<file path="config.mk">
export PLATFORM = sky130hd
export DESIGN_NAME = ota_image_receive_verifier_unit
export DESIGN_NICKNAME = d
export VERILOG_FILES = /design/src/rtl/orv_pkg.sv /design/src/rtl/ota_image_receive_verifier_unit.sv
export SDC_FILE = /design/constraint.sdc
export NUM_CORES = 2
export LEC_CHECK = 0
export BUFFER_PORTS_ARGS = -buffer_cell sky130_fd_sc_hd__buf_2
export CORE_UTILIZATION = 40
export DETAILED_ROUTE_END_ITERATION = 10
export SLEW_MARGIN = 40
export SYNTH_ARGS = -nofsm -noshare
export SYNTH_HDL_FRONTEND = slang
export SYNTH_SLANG_ARGS = --single-unit
</file>
<file path="constraint.sdc">
create_clock -name clk -period 11.93 [get_ports clk]
set_input_delay 0.5965 -clock clk [delete_from_list [all_inputs] [get_ports clk]]
set_output_delay 0.5965 -clock clk [all_outputs]
set_load 0.02 [all_outputs]
</file>
<file path="src/rtl/orv_pkg.sv">
package orv_pkg;

  // item function codes
  localparam logic [2:0] FN_BEGIN  = 3'd0;
  localparam logic [2:0] FN_HEADER = 3'd1;
  localparam logic [2:0] FN_DATA   = 3'd2;
  localparam logic [2:0] FN_END    = 3'd3;
  localparam logic [2:0] FN_REBOOT = 3'd4;

  // result status codes
  localparam logic [3:0] ST_OK          = 4'd0;
  localparam logic [3:0] ST_TOO_BIG     = 4'd1;
  localparam logic [3:0] ST_CHUNK_IDLE  = 4'd2;
  localparam logic [3:0] ST_BAD_LENGTH  = 4'd3;
  localparam logic [3:0] ST_OFFSET_SKEW = 4'd4;
  localparam logic [3:0] ST_END_IDLE    = 4'd5;
  localparam logic [3:0] ST_SIZE_MISM   = 4'd6;
  localparam logic [3:0] ST_DIGEST_MISM = 4'd7;
  localparam logic [3:0] ST_NOT_FINAL   = 4'd8;

  // session modes
  localparam logic [1:0] MODE_IDLE  = 2'd0;
  localparam logic [1:0] MODE_RECV  = 2'd1;
  localparam logic [1:0] MODE_FINAL = 2'd2;
  localparam logic [1:0] MODE_ERROR = 2'd3;

  localparam logic [23:0] MAX_SIZE_RESET = 24'd1048576;
  localparam logic [7:0]  PAD_BYTE       = 8'h80;

  // sequencer states
  typedef enum logic [3:0] {
    S_IDLE  = 4'b0001,
    S_ROUND = 4'b0010,
    S_FOLD  = 4'b0100,
    S_CHECK = 4'b1000
  } seq_state_t;

  typedef logic [31:0] word_t;

  // sha-256 initial hash value
  function automatic word_t hash_init(input logic [2:0] idx);
    word_t r;
    case (idx)
      3'd0: r = 32'h6a09e667;
      3'd1: r = 32'hbb67ae85;
      3'd2: r = 32'h3c6ef372;
      3'd3: r = 32'ha54ff53a;
      3'd4: r = 32'h510e527f;
      3'd5: r = 32'h9b05688c;
      3'd6: r = 32'h1f83d9ab;
      default: r = 32'h5be0cd19;
    endcase
    return r;
  endfunction

  // sha-256 round constants
  function automatic word_t round_k(input logic [5:0] idx);
    word_t r;
    case (idx)
      6'd0: r = 32'h428a2f98;  6'd1: r = 32'h71374491;  6'd2: r = 32'hb5c0fbcf;
      6'd3: r = 32'he9b5dba5;  6'd4: r = 32'h3956c25b;  6'd5: r = 32'h59f111f1;
      6'd6: r = 32'h923f82a4;  6'd7: r = 32'hab1c5ed5;  6'd8: r = 32'hd807aa98;
      6'd9: r = 32'h12835b01;  6'd10: r = 32'h243185be; 6'd11: r = 32'h550c7dc3;
      6'd12: r = 32'h72be5d74; 6'd13: r = 32'h80deb1fe; 6'd14: r = 32'h9bdc06a7;
      6'd15: r = 32'hc19bf174; 6'd16: r = 32'he49b69c1; 6'd17: r = 32'hefbe4786;
      6'd18: r = 32'h0fc19dc6; 6'd19: r = 32'h240ca1cc; 6'd20: r = 32'h2de92c6f;
      6'd21: r = 32'h4a7484aa; 6'd22: r = 32'h5cb0a9dc; 6'd23: r = 32'h76f988da;
      6'd24: r = 32'h983e5152; 6'd25: r = 32'ha831c66d; 6'd26: r = 32'hb00327c8;
      6'd27: r = 32'hbf597fc7; 6'd28: r = 32'hc6e00bf3; 6'd29: r = 32'hd5a79147;
      6'd30: r = 32'h06ca6351; 6'd31: r = 32'h14292967; 6'd32: r = 32'h27b70a85;
      6'd33: r = 32'h2e1b2138; 6'd34: r = 32'h4d2c6dfc; 6'd35: r = 32'h53380d13;
      6'd36: r = 32'h650a7354; 6'd37: r = 32'h766a0abb; 6'd38: r = 32'h81c2c92e;
      6'd39: r = 32'h92722c85; 6'd40: r = 32'ha2bfe8a1; 6'd41: r = 32'ha81a664b;
      6'd42: r = 32'hc24b8b70; 6'd43: r = 32'hc76c51a3; 6'd44: r = 32'hd192e819;
      6'd45: r = 32'hd6990624; 6'd46: r = 32'hf40e3585; 6'd47: r = 32'h106aa070;
      6'd48: r = 32'h19a4c116; 6'd49: r = 32'h1e376c08; 6'd50: r = 32'h2748774c;
      6'd51: r = 32'h34b0bcb5; 6'd52: r = 32'h391c0cb3; 6'd53: r = 32'h4ed8aa4a;
      6'd54: r = 32'h5b9cca4f; 6'd55: r = 32'h682e6ff3; 6'd56: r = 32'h748f82ee;
      6'd57: r = 32'h78a5636f; 6'd58: r = 32'h84c87814; 6'd59: r = 32'h8cc70208;
      6'd60: r = 32'h90befffa; 6'd61: r = 32'ha4506ceb; 6'd62: r = 32'hbef9a3f7;
      default: r = 32'hc67178f2;
    endcase
    return r;
  endfunction

endpackage

</file>
<file path="src/rtl/ota_image_receive_verifier_unit.sv">
// begin (on digest word 3), header-reject, end-reject, reboot and non-block-closing data
//   items give their result in the cycle after acceptance
// a data byte that closes a 64-byte block holds the input through the rounds and the fold
//   (S_ROUND, S_FOLD); an end item hashes one or two padded blocks, then runs S_CHECK
// throughput: one item per cycle while in_stall is low (round unit idle, no held result)
// reset: rst_n synchronous active low, clears session state and loads the initial hash
module ota_image_receive_verifier_unit import orv_pkg::*; #(
  parameter int MAX_CHUNK_BYTES = 256,
  parameter int SIZE_BITS       = 24
) (
  input  logic        clk,
  input  logic        rst_n,
  input  logic        cfg_we,
  input  logic [23:0] cfg_wdata,
  input  logic        in_valid,
  output logic        in_stall,
  input  logic [2:0]  in_func,
  input  logic [23:0] in_image_size,
  input  logic [1:0]  in_digest_index,
  input  logic [63:0] in_digest_word,
  input  logic [23:0] in_chunk_offset,
  input  logic [8:0]  in_chunk_length,
  input  logic [7:0]  in_data_byte,
  output logic        out_valid,
  input  logic        out_stall,
  output logic [3:0]  out_status,
  output logic [23:0] out_echo_offset,
  output logic        out_swap_request
);

  seq_state_t           state_r;
  logic [1:0]           mode_r;
  logic [23:0]          max_size_r;
  logic [SIZE_BITS-1:0] decl_r;
  logic [SIZE_BITS-1:0] cnt_r;
  logic [8:0]           rem_r;
  logic [23:0]          cur_off_r;
  word_t                h_r [8];
  word_t                v_r [8];
  word_t                blk_r [16];
  logic [63:0]          dig_r [4];
  logic [5:0]           rnd_r;
  logic                 second_r;
  logic                 is_end_r;
  logic                 resp_r;
  logic [23:0]          resp_echo_r;
  logic                 out_valid_r;
  logic [3:0]           out_status_r;
  logic [23:0]          out_echo_r;
  logic                 out_swap_r;

  logic                 accept;
  logic [31:0]          size_ext;
  logic [31:0]          off_ext;
  logic [SIZE_BITS-1:0] size_m;
  logic [SIZE_BITS-1:0] off_m;
  logic [31:0]          off_back;
  logic [5:0]           fill;
  logic [63:0]          len_bits;
  word_t                pad_w [16];
  word_t                hsum [8];
  logic [8:0]           rem_dec;
  logic                 len_bad;
  logic                 digest_ok;

  // round unit signals
  word_t e1, ch, t1, a0, mj, s0, s1, w_new;

  assign in_stall = (state_r != S_IDLE) || (out_valid_r && out_stall);
  assign accept   = in_valid && !in_stall;

  assign out_valid        = out_valid_r;
  assign out_status       = out_status_r;
  assign out_echo_offset  = out_echo_r;
  assign out_swap_request = out_swap_r;

  // field masking to the counter width
  assign size_ext = {8'd0, in_image_size};
  assign off_ext  = {8'd0, in_chunk_offset};
  assign size_m   = size_ext[SIZE_BITS-1:0];
  assign off_m    = off_ext[SIZE_BITS-1:0];
  assign off_back = 32'(off_m);
  assign rem_dec  = rem_r - 9'd1;
  assign len_bad  = (in_chunk_length == 9'd0) ||
                    (32'(in_chunk_length) > 32'(MAX_CHUNK_BYTES));

  // message padding
  assign fill     = cnt_r[5:0];
  assign len_bits = 64'({cnt_r, 3'b000});

  always_comb begin
    for (int j = 0; j < 16; j++) begin
      for (int l = 0; l < 4; l++) begin
        if (6'(4 * j + l) < fill) begin
          pad_w[j][31-8*l -: 8] = blk_r[j][31-8*l -: 8];
        end else if (6'(4 * j + l) == fill) begin
          pad_w[j][31-8*l -: 8] = PAD_BYTE;
        end else begin
          pad_w[j][31-8*l -: 8] = 8'd0;
        end
      end
    end
  end

  // shared sha-256 round and schedule step
  always_comb begin
    e1 = {v_r[4][5:0], v_r[4][31:6]} ^ {v_r[4][10:0], v_r[4][31:11]} ^
         {v_r[4][24:0], v_r[4][31:25]};
    ch = (v_r[4] & v_r[5]) ^ (~v_r[4] & v_r[6]);
    t1 = v_r[7] + e1 + ch + round_k(rnd_r) + blk_r[0];
    a0 = {v_r[0][1:0], v_r[0][31:2]} ^ {v_r[0][12:0], v_r[0][31:13]} ^
         {v_r[0][21:0], v_r[0][31:22]};
    mj = (v_r[0] & v_r[1]) ^ (v_r[0] & v_r[2]) ^ (v_r[1] & v_r[2]);
    s0 = {blk_r[1][6:0], blk_r[1][31:7]} ^ {blk_r[1][17:0], blk_r[1][31:18]} ^
         (blk_r[1] >> 3);
    s1 = {blk_r[14][16:0], blk_r[14][31:17]} ^ {blk_r[14][18:0], blk_r[14][31:19]} ^
         (blk_r[14] >> 10);
    w_new = blk_r[0] + s0 + blk_r[9] + s1;
  end

  // chaining value fold
  always_comb begin
    for (int i = 0; i < 8; i++) begin
      hsum[i] = h_r[i] + v_r[i];
    end
  end

  // digest compare
  assign digest_ok = ({h_r[0], h_r[1]} == dig_r[0]) && ({h_r[2], h_r[3]} == dig_r[1]) &&
                     ({h_r[4], h_r[5]} == dig_r[2]) && ({h_r[6], h_r[7]} == dig_r[3]);

  // sequencer and session state
  always_ff @(posedge clk) begin
    if (!rst_n) begin
      state_r     <= S_IDLE;
      mode_r      <= MODE_IDLE;
      max_size_r  <= MAX_SIZE_RESET;
      decl_r      <= '0;
      cnt_r       <= '0;
      rem_r       <= '0;
      cur_off_r   <= '0;
      rnd_r       <= '0;
      second_r    <= 1'b0;
      is_end_r    <= 1'b0;
      resp_r      <= 1'b0;
      out_valid_r <= 1'b0;
      for (int i = 0; i < 8; i++) begin
        h_r[i] <= hash_init(3'(i));
      end
    end else begin
      if (cfg_we) begin
        max_size_r <= cfg_wdata;
      end
      if (out_valid_r && !out_stall) begin
        out_valid_r <= 1'b0;
      end
      case (state_r)
        S_IDLE: begin
          if (accept) begin
            out_status_r <= ST_OK;
            out_echo_r   <= '0;
            out_swap_r   <= 1'b0;
            case (in_func)
              FN_BEGIN: begin
                dig_r[in_digest_index] <= in_digest_word;
                if (in_digest_index == 2'd3) begin
                  out_valid_r <= 1'b1;
                  if (in_image_size > max_size_r) begin
                    out_status_r <= ST_TOO_BIG;
                  end else begin
                    mode_r    <= MODE_RECV;
                    decl_r    <= size_m;
                    cnt_r     <= '0;
                    rem_r     <= '0;
                    cur_off_r <= '0;
                    for (int i = 0; i < 8; i++) begin
                      h_r[i] <= hash_init(3'(i));
                    end
                  end
                end
              end
              FN_HEADER: begin
                if (mode_r != MODE_RECV) begin
                  out_valid_r  <= 1'b1;
                  out_status_r <= ST_CHUNK_IDLE;
                end else if (len_bad) begin
                  out_valid_r  <= 1'b1;
                  out_status_r <= ST_BAD_LENGTH;
                end else if (off_m != cnt_r) begin
                  out_valid_r  <= 1'b1;
                  out_status_r <= ST_OFFSET_SKEW;
                end else begin
                  rem_r     <= in_chunk_length;
                  cur_off_r <= off_back[23:0];
                end
              end
              FN_DATA: begin
                if (mode_r == MODE_RECV && rem_r != 9'd0) begin
                  blk_r[fill[5:2]][31-8*fill[1:0] -: 8] <= in_data_byte;
                  cnt_r <= cnt_r + 1'b1;
                  rem_r <= rem_dec;
                  if (fill == 6'd63) begin
                    // block complete: run the compression
                    state_r     <= S_ROUND;
                    rnd_r       <= '0;
                    second_r    <= 1'b0;
                    is_end_r    <= 1'b0;
                    resp_r      <= (rem_dec == 9'd0);
                    resp_echo_r <= cur_off_r;
                    for (int i = 0; i < 8; i++) begin
                      v_r[i] <= h_r[i];
                    end
                  end else if (rem_dec == 9'd0) begin
                    out_valid_r <= 1'b1;
                    out_echo_r  <= cur_off_r;
                  end
                end
              end
              FN_END: begin
                if (mode_r != MODE_RECV) begin
                  out_valid_r  <= 1'b1;
                  out_status_r <= ST_END_IDLE;
                end else if (cnt_r != decl_r) begin
                  out_valid_r  <= 1'b1;
                  out_status_r <= ST_SIZE_MISM;
                  mode_r       <= MODE_ERROR;
                  rem_r        <= '0;
                end else begin
                  // pad and hash the final block or blocks
                  for (int j = 0; j < 14; j++) begin
                    blk_r[j] <= pad_w[j];
                  end
                  if (fill >= 6'd56) begin
                    blk_r[14] <= pad_w[14];
                    blk_r[15] <= pad_w[15];
                    second_r  <= 1'b1;
                  end else begin
                    blk_r[14] <= len_bits[63:32];
                    blk_r[15] <= len_bits[31:0];
                    second_r  <= 1'b0;
                  end
                  state_r  <= S_ROUND;
                  rnd_r    <= '0;
                  is_end_r <= 1'b1;
                  resp_r   <= 1'b0;
                  for (int i = 0; i < 8; i++) begin
                    v_r[i] <= h_r[i];
                  end
                end
              end
              FN_REBOOT: begin
                out_valid_r <= 1'b1;
                if (mode_r != MODE_FINAL) begin
                  out_status_r <= ST_NOT_FINAL;
                end else begin
                  out_swap_r <= 1'b1;
                end
              end
              default: begin
              end
            endcase
          end
        end
        S_ROUND: begin
          v_r[7] <= v_r[6];
          v_r[6] <= v_r[5];
          v_r[5] <= v_r[4];
          v_r[4] <= v_r[3] + t1;
          v_r[3] <= v_r[2];
          v_r[2] <= v_r[1];
          v_r[1] <= v_r[0];
          v_r[0] <= t1 + a0 + mj;
          for (int j = 0; j < 15; j++) begin
            blk_r[j] <= blk_r[j+1];
          end
          blk_r[15] <= w_new;
          rnd_r     <= rnd_r + 6'd1;
          if (rnd_r == 6'd63) begin
            state_r <= S_FOLD;
          end
        end
        S_FOLD: begin
          for (int i = 0; i < 8; i++) begin
            h_r[i] <= hsum[i];
          end
          if (second_r) begin
            // length-only block
            for (int j = 0; j < 14; j++) begin
              blk_r[j] <= '0;
            end
            blk_r[14] <= len_bits[63:32];
            blk_r[15] <= len_bits[31:0];
            for (int i = 0; i < 8; i++) begin
              v_r[i] <= hsum[i];
            end
            second_r <= 1'b0;
            rnd_r    <= '0;
            state_r  <= S_ROUND;
          end else if (is_end_r) begin
            state_r <= S_CHECK;
          end else begin
            if (resp_r) begin
              out_valid_r  <= 1'b1;
              out_status_r <= ST_OK;
              out_echo_r   <= resp_echo_r;
              out_swap_r   <= 1'b0;
            end
            resp_r  <= 1'b0;
            state_r <= S_IDLE;
          end
        end
        S_CHECK: begin
          out_valid_r  <= 1'b1;
          out_echo_r   <= '0;
          out_swap_r   <= 1'b0;
          rem_r        <= '0;
          is_end_r     <= 1'b0;
          if (digest_ok) begin
            mode_r       <= MODE_FINAL;
            out_status_r <= ST_OK;
          end else begin
            mode_r       <= MODE_ERROR;
            out_status_r <= ST_DIGEST_MISM;
          end
          state_r <= S_IDLE;
        end
        default: begin
          state_r <= S_IDLE;
        end
      endcase
    end
  end

endmodule

</file>
### Word level (Yosys, flattened, before mapping)

Memories as Yosys holds them, arrays and structs flattened. A register that Yosys moved wholly into a read port is not among the register bits.
Cells that the tools add are included.

* memory bits (writable): 1280
* register bits: 174
* memories kept: 5
* memory bits (read-only): 2048
* output and inout bits: 31

Memory list
* (name not given): words 64, width 32, read ports 1, clocked after Yosys merged registers in 1, write ports 0, RTL line orv_pkg.sv:59 `case (idx)`
* blk_r: words 16, width 32, read ports 16, clocked after Yosys merged registers in 0, write ports 16, RTL line ota_image_receive_verifier_unit.sv:40 `word_t blk_r [16];`
* dig_r: words 4, width 64, read ports 4, clocked after Yosys merged registers in 0, write ports 1, RTL line ota_image_receive_verifier_unit.sv:41 `logic [63:0] dig_r [4];`
* h_r: words 8, width 32, read ports 8, clocked after Yosys merged registers in 0, write ports 8, RTL line ota_image_receive_verifier_unit.sv:38 `word_t h_r [8];`
* v_r: words 8, width 32, read ports 8, clocked after Yosys merged registers in 0, write ports 8, RTL line ota_image_receive_verifier_unit.sv:39 `word_t v_r [8];`

* mux-type cells: 435
* shifts and indexed selects: 2
* bitwise logic cells: 92
* $lt $le $gt $ge: 67
* $add $sub $neg: 23
* equality and inequality tests: 109
* reductions and logical operators: 35

Operators by type and width (number)
* 32-bit 2-to-1 mux: 133
* 8-bit 2-to-1 mux: 128
* 32-bit adder: 18
* 24-bit 2-to-1 mux: 14
* 32-bit XOR: 9
* 64-bit equality test: 4
* 6-bit equality test (first input constant): 32
* 6-bit less-than comparator (first input constant): 32
* 32-bit AND: 5
* 5-bit by 6-bit equality test with 1-bit output (first input constant): 16
* 5-bit by 6-bit less-than comparator with 1-bit output (first input constant): 16
* 1-bit 2-to-1 mux: 96
* 24-bit case mux with 2 select lines: 2
* 9-bit 2-to-1 mux: 9
* 1-bit OR: 74
* 24-bit case mux with 3 select lines: 1
* 4-bit 2-to-1 mux: 14
* 4-bit by 6-bit equality test with 1-bit output (first input constant): 8
* 4-bit by 6-bit less-than comparator with 1-bit output (first input constant): 8
* 6-bit 2-to-1 mux: 8
* 24-bit != test: 2
* 8-bit by 34-bit variable shift with 39-bit output (first input constant): 1
* 8-bit by 34-bit variable part select with 39-bit output: 1
* 9-bit case mux with 4 select lines: 1
* other kinds (62): 131

### Longest topological paths before layout

* depth in word-level cells: 12
* depth in mapped cells: 35
* gate-level depth less buffers: 34

### Worst setup path before layout

Ideal clock, no wire load.

* path kind: register to register
* start: mem v_r[1][2] (netlist bit)
* end: mem v_r[0][31] (netlist bit), data pin
* slack: 4390 ps
* data arrival time: 7279 ps
* path buffers: 1
* cell stages (with the launch flop): 32
* data required time: 11669 ps
* library setup time: 261 ps
* path through: edfxtp_1 -> clkbuf_1 -> mux2_2 -> fa_1 -> fa_1 -> inv_1 -> fa_1 -> inv_1 -> ha_1 -> a21o_1 -> a21oi_1 -> nor2b_1 -> o21a_1 -> o221ai_1 -> o21ai_0 -> a41oi_1 -> o21bai_1 -> a21oi_1 -> xnor2_1 -> fa_1 -> ha_1 -> nand3_1 -> nor3_1 -> and3_1 -> a22oi_1 -> a311oi_1 -> o21a_1 -> o21a_1 -> o21ai_0 -> o21ai_0 -> xnor2_1 -> a221o_1

RTL lines (RTL line)
* start, declared: ota_image_receive_verifier_unit.sv:39

==> flow_summary.toml <==
[route]
routedWlPerCell_um = 33.0
final_antenna_net_count = 0
dr.pass1.iters = 7
dr_total_vias = 73600
vias_per_cell = 6.27
drc = 0
dr.first_iter.drc_count = 9737
wl_um = 388000

[grt]
grt_pass1_wl_um = 535000
grt_pass1_vias = 69000
grt_antenna_before_repair = 21
grtUsageTotal = 0.331
grt_max_degree = 127
overflow = 0

[setup_path]
r2r_start = "v_r[1][26]"
cp_data_arrival_time_ns = 10.16
crit_path_end_kind = "flip-flop"
cp_max_fo = 6
worstPathRequired_ns = 12.51
crit_family = "compound AO/OA/AOI/OAI gates"
crit_top_cell = "fa_1"
max_stage_delay_ns = 0.70
critical_path_buf_inv_count = 4
crit_start = "v_r[1][26]"
criticalPathCategory = "flip-flop to flip-flop"
worst_path_max_delay_cell = "xnor2_1"
crit_path_start_kind = "flip-flop"

[floorplan]
die_h_um = 476
core_area_um2 = 223000
fp-row-count = 173
start_util = 0.404
die_width_um = 476
ios = 194
dieArea_um2 = 227000

[synthesis]
async_flop_share = 0
synth_nets = 9288
synth_area_leaders = "edfxtp_1 41%, ha_1 5.9%, dfxtp_1 5.6%"
synth_top_family_by_area = "compound AO/OA/AOI/OAI gates"
synth.yosys.seq_area_share = 0.468
synth_area_um2 = 89900
yosysTopAreaCellShare = 0.412
yosysWarningCount = 0
ys.flop_type = "edfxtp_1"
synth_compound_area_frac = 0.191
synth_top_area_cell = "edfxtp_1"
synth_edf_count = 1234
synth_xor_area_frac = 0.0859
yosys.area_share.simple = 0.105
synthAdderAreaFrac = 0.105
yosys.cell_types.count = 99
muxShareOfSynthArea = 0.00943
avgSynthCellArea_um2 = 10.6
synth_cells = 8509
synth_seq_cells = 1486

[placement]
dp_cells = 11300
place.gp.congestion = 1.02
io_buffers = 193
hpwl_um = 296000
dp_slack_ns = 2.63
placed_area_um2 = 94500

[sta]
slew-limit-headroom = 0.344
worst_slack_ns = 2.35
post-route-period-util = 0.803
rsz0062_at_grt = "no"
clock_skew_ns = 0.0565
tightest_slew_ns = 0.975
finalMaxSlewViolations = 0
holdWs_ns = 0.0384
fin_tns_setup_ns = 0
max_freq_ghz = 0.104
setup_viol_count_final = 0
hold_viol = 0
fin_crit_ns = 9.58

[finish]
syn_to_final_growth_pct = 12.3
final_area_um2 = 101000
finalNetCount = 9376
final_cells = 11700
final_util = 0.453
drive_above_1_share = 0.0941
fillers = 20800

[worst_hold_path]
min_from = "in_chunk_offset[13]"
hp-class = "input pin to flip-flop"

[clocking]
clockRootBuffer = "clkbuf_16"
cts_buffer_depth = 3
cts_setup_buffers = 0
clkTransAtPathRegs_ns = 0.06
cts_hold_buf = 60
h-tree-depth = 4
cts.repair.resized = 0
cts.sinks = 1486
clk-insertion-delay-late_ns = 0.87
cts_tree = "built"
cts_buffers = 172

[power]
p_per_area_nw_per_um2 = 122
ir_drop_mv = 0.134
p_leak_nw = 39.7
power_mw = 12.3

[run_status]
status = "complete, no violations"

[job]
max_cap_violations = 0
area by class of cell:
type | instances | area, µm² | area share
multi-input cells | 6201 | 45200 | 0.448
flip-flops and latches | 1486 | 42100 | 0.417
clock buffers | 225 | 4670 | 0.0463
well taps | 2975 | 3720 | 0.0369
repair buffers | 424 | 2980 | 0.0295
inverters | 312 | 1180 | 0.0117
clock inverters | 97 | 1010 | 0.0100
diodes | 25 | 62.6 | 0.000620
worst paths after layout:
kind | end | slack (ns) | depth (start not counted)
max | v_r[0][31] | 2.35 | 32
min | cur_off_r[13] | 0.04 | 3
max reg2reg | v_r[0][31] | 2.35 | 32
min reg2reg | resp_echo_r[0] | 0.46 | 0
where the power goes:
part / internal, mW / switching [mW] / leakage, nW
Combinational: 0.436 / 0.776 / 23.8
Sequential: 5.64 / 0.0741 / 13.2
Clock: 3.01 / 2.37 / 2.74
metal layers:
metal,up-vias,routed length (µm),part of all wire,track usage
met5,-,93,0.00024,0
met4,16,22700,0.058,0.163
met3,833,40300,0.10,0.0743
met2,4309,169000,0.44,0.503
met1,36900,155000,0.40,0.445
li1,31600,-,-,-
kinds of logic after synthesis:
family,Yosys count
flip-flops,1486
multiplexers,81
AO/OA/AOI/OAI,2581
adder cells (fa/ha/maj),646
buffers and inverters,822
AND/OR/NAND/NOR,2011
XOR/XNOR,882
worst reg2reg max path: cells and delay by family, from the launching register on:
family	cells	cell delay (ns)
adder cells (fa/ha/maj)	7	2.91
XOR/XNOR	4	1.50
AO/OA/AOI/OAI	12	3.00
buffers and inverters	4	0.32
AND/OR/NAND/NOR	5	0.97
flip-flops	1	0.60
cell usage after synthesis (22+ instances only):
library cell / n
nor2b_1: 53
a22oi_1: 222
a221oi_1: 28
a211oi_1: 91
fa_1: 195
nand3_1: 137
maj3_1: 30
a21oi_1: 583
a31oi_1: 58
a21o_1: 511
nand2_1: 569
nor2_1: 622
o21ai_0: 486
nor3_1: 128
a211o_1: 22
nand2b_1: 98
a22o_1: 37
a222oi_1: 27
xor2_1: 379
o211ai_1: 64
edfxtp_1: 1234
ha_1: 421
dfxtp_1: 252
or3_1: 50
buf_1: 38
o22ai_1: 34
a32oi_1: 28
and2_1: 33
a221o_1: 41
buf_2: 23
clkbuf_1: 438
o21bai_1: 38
and3_1: 73
mux2i_1: 51
nand4_1: 74
o21ai_1: 22
mux2_2: 30
o31ai_1: 32
xnor2_1: 503
o21a_1: 65
inv_1: 306
nor4_1: 76
o221ai_1: 23
state kept, by name (all words and copies together) (netlist names), 2 cells and up, named ones only:
signal / flops
cur_off_r: 24
state_r: 4
dig_r: 256
out_status: 4
v_r: 256
rem_r: 9
decl_r: 24
resp_echo_r: 24
h_r: 256
out_echo_offset: 24
blk_r: 512
mode_r: 2
max_size_r: 24
cnt_r: 24
rnd_r: 6
cells in the final DEF (no fill, tap or decap), types with 65 or more instances in the layout:
cell and n:
xnor2_1 497, clkbuf_16 173, a22oi_1 222, nor3_1 123, o21ai_0 472, dfxtp_1 251, inv_1 304, nor4_1 68
buf_2 195, nand4_1 74, a211oi_1 91, a21o_1 510, nand3_1 136, ha_1 420, nand2b_1 98, a21oi_1 575
o21a_1 65, buf_4 153, xor2_1 376, and3_1 71, nor2_1 598, nand2_1 560, fa_1 195, edfxtp_1 1234
(Power assumes the default switching activity.)
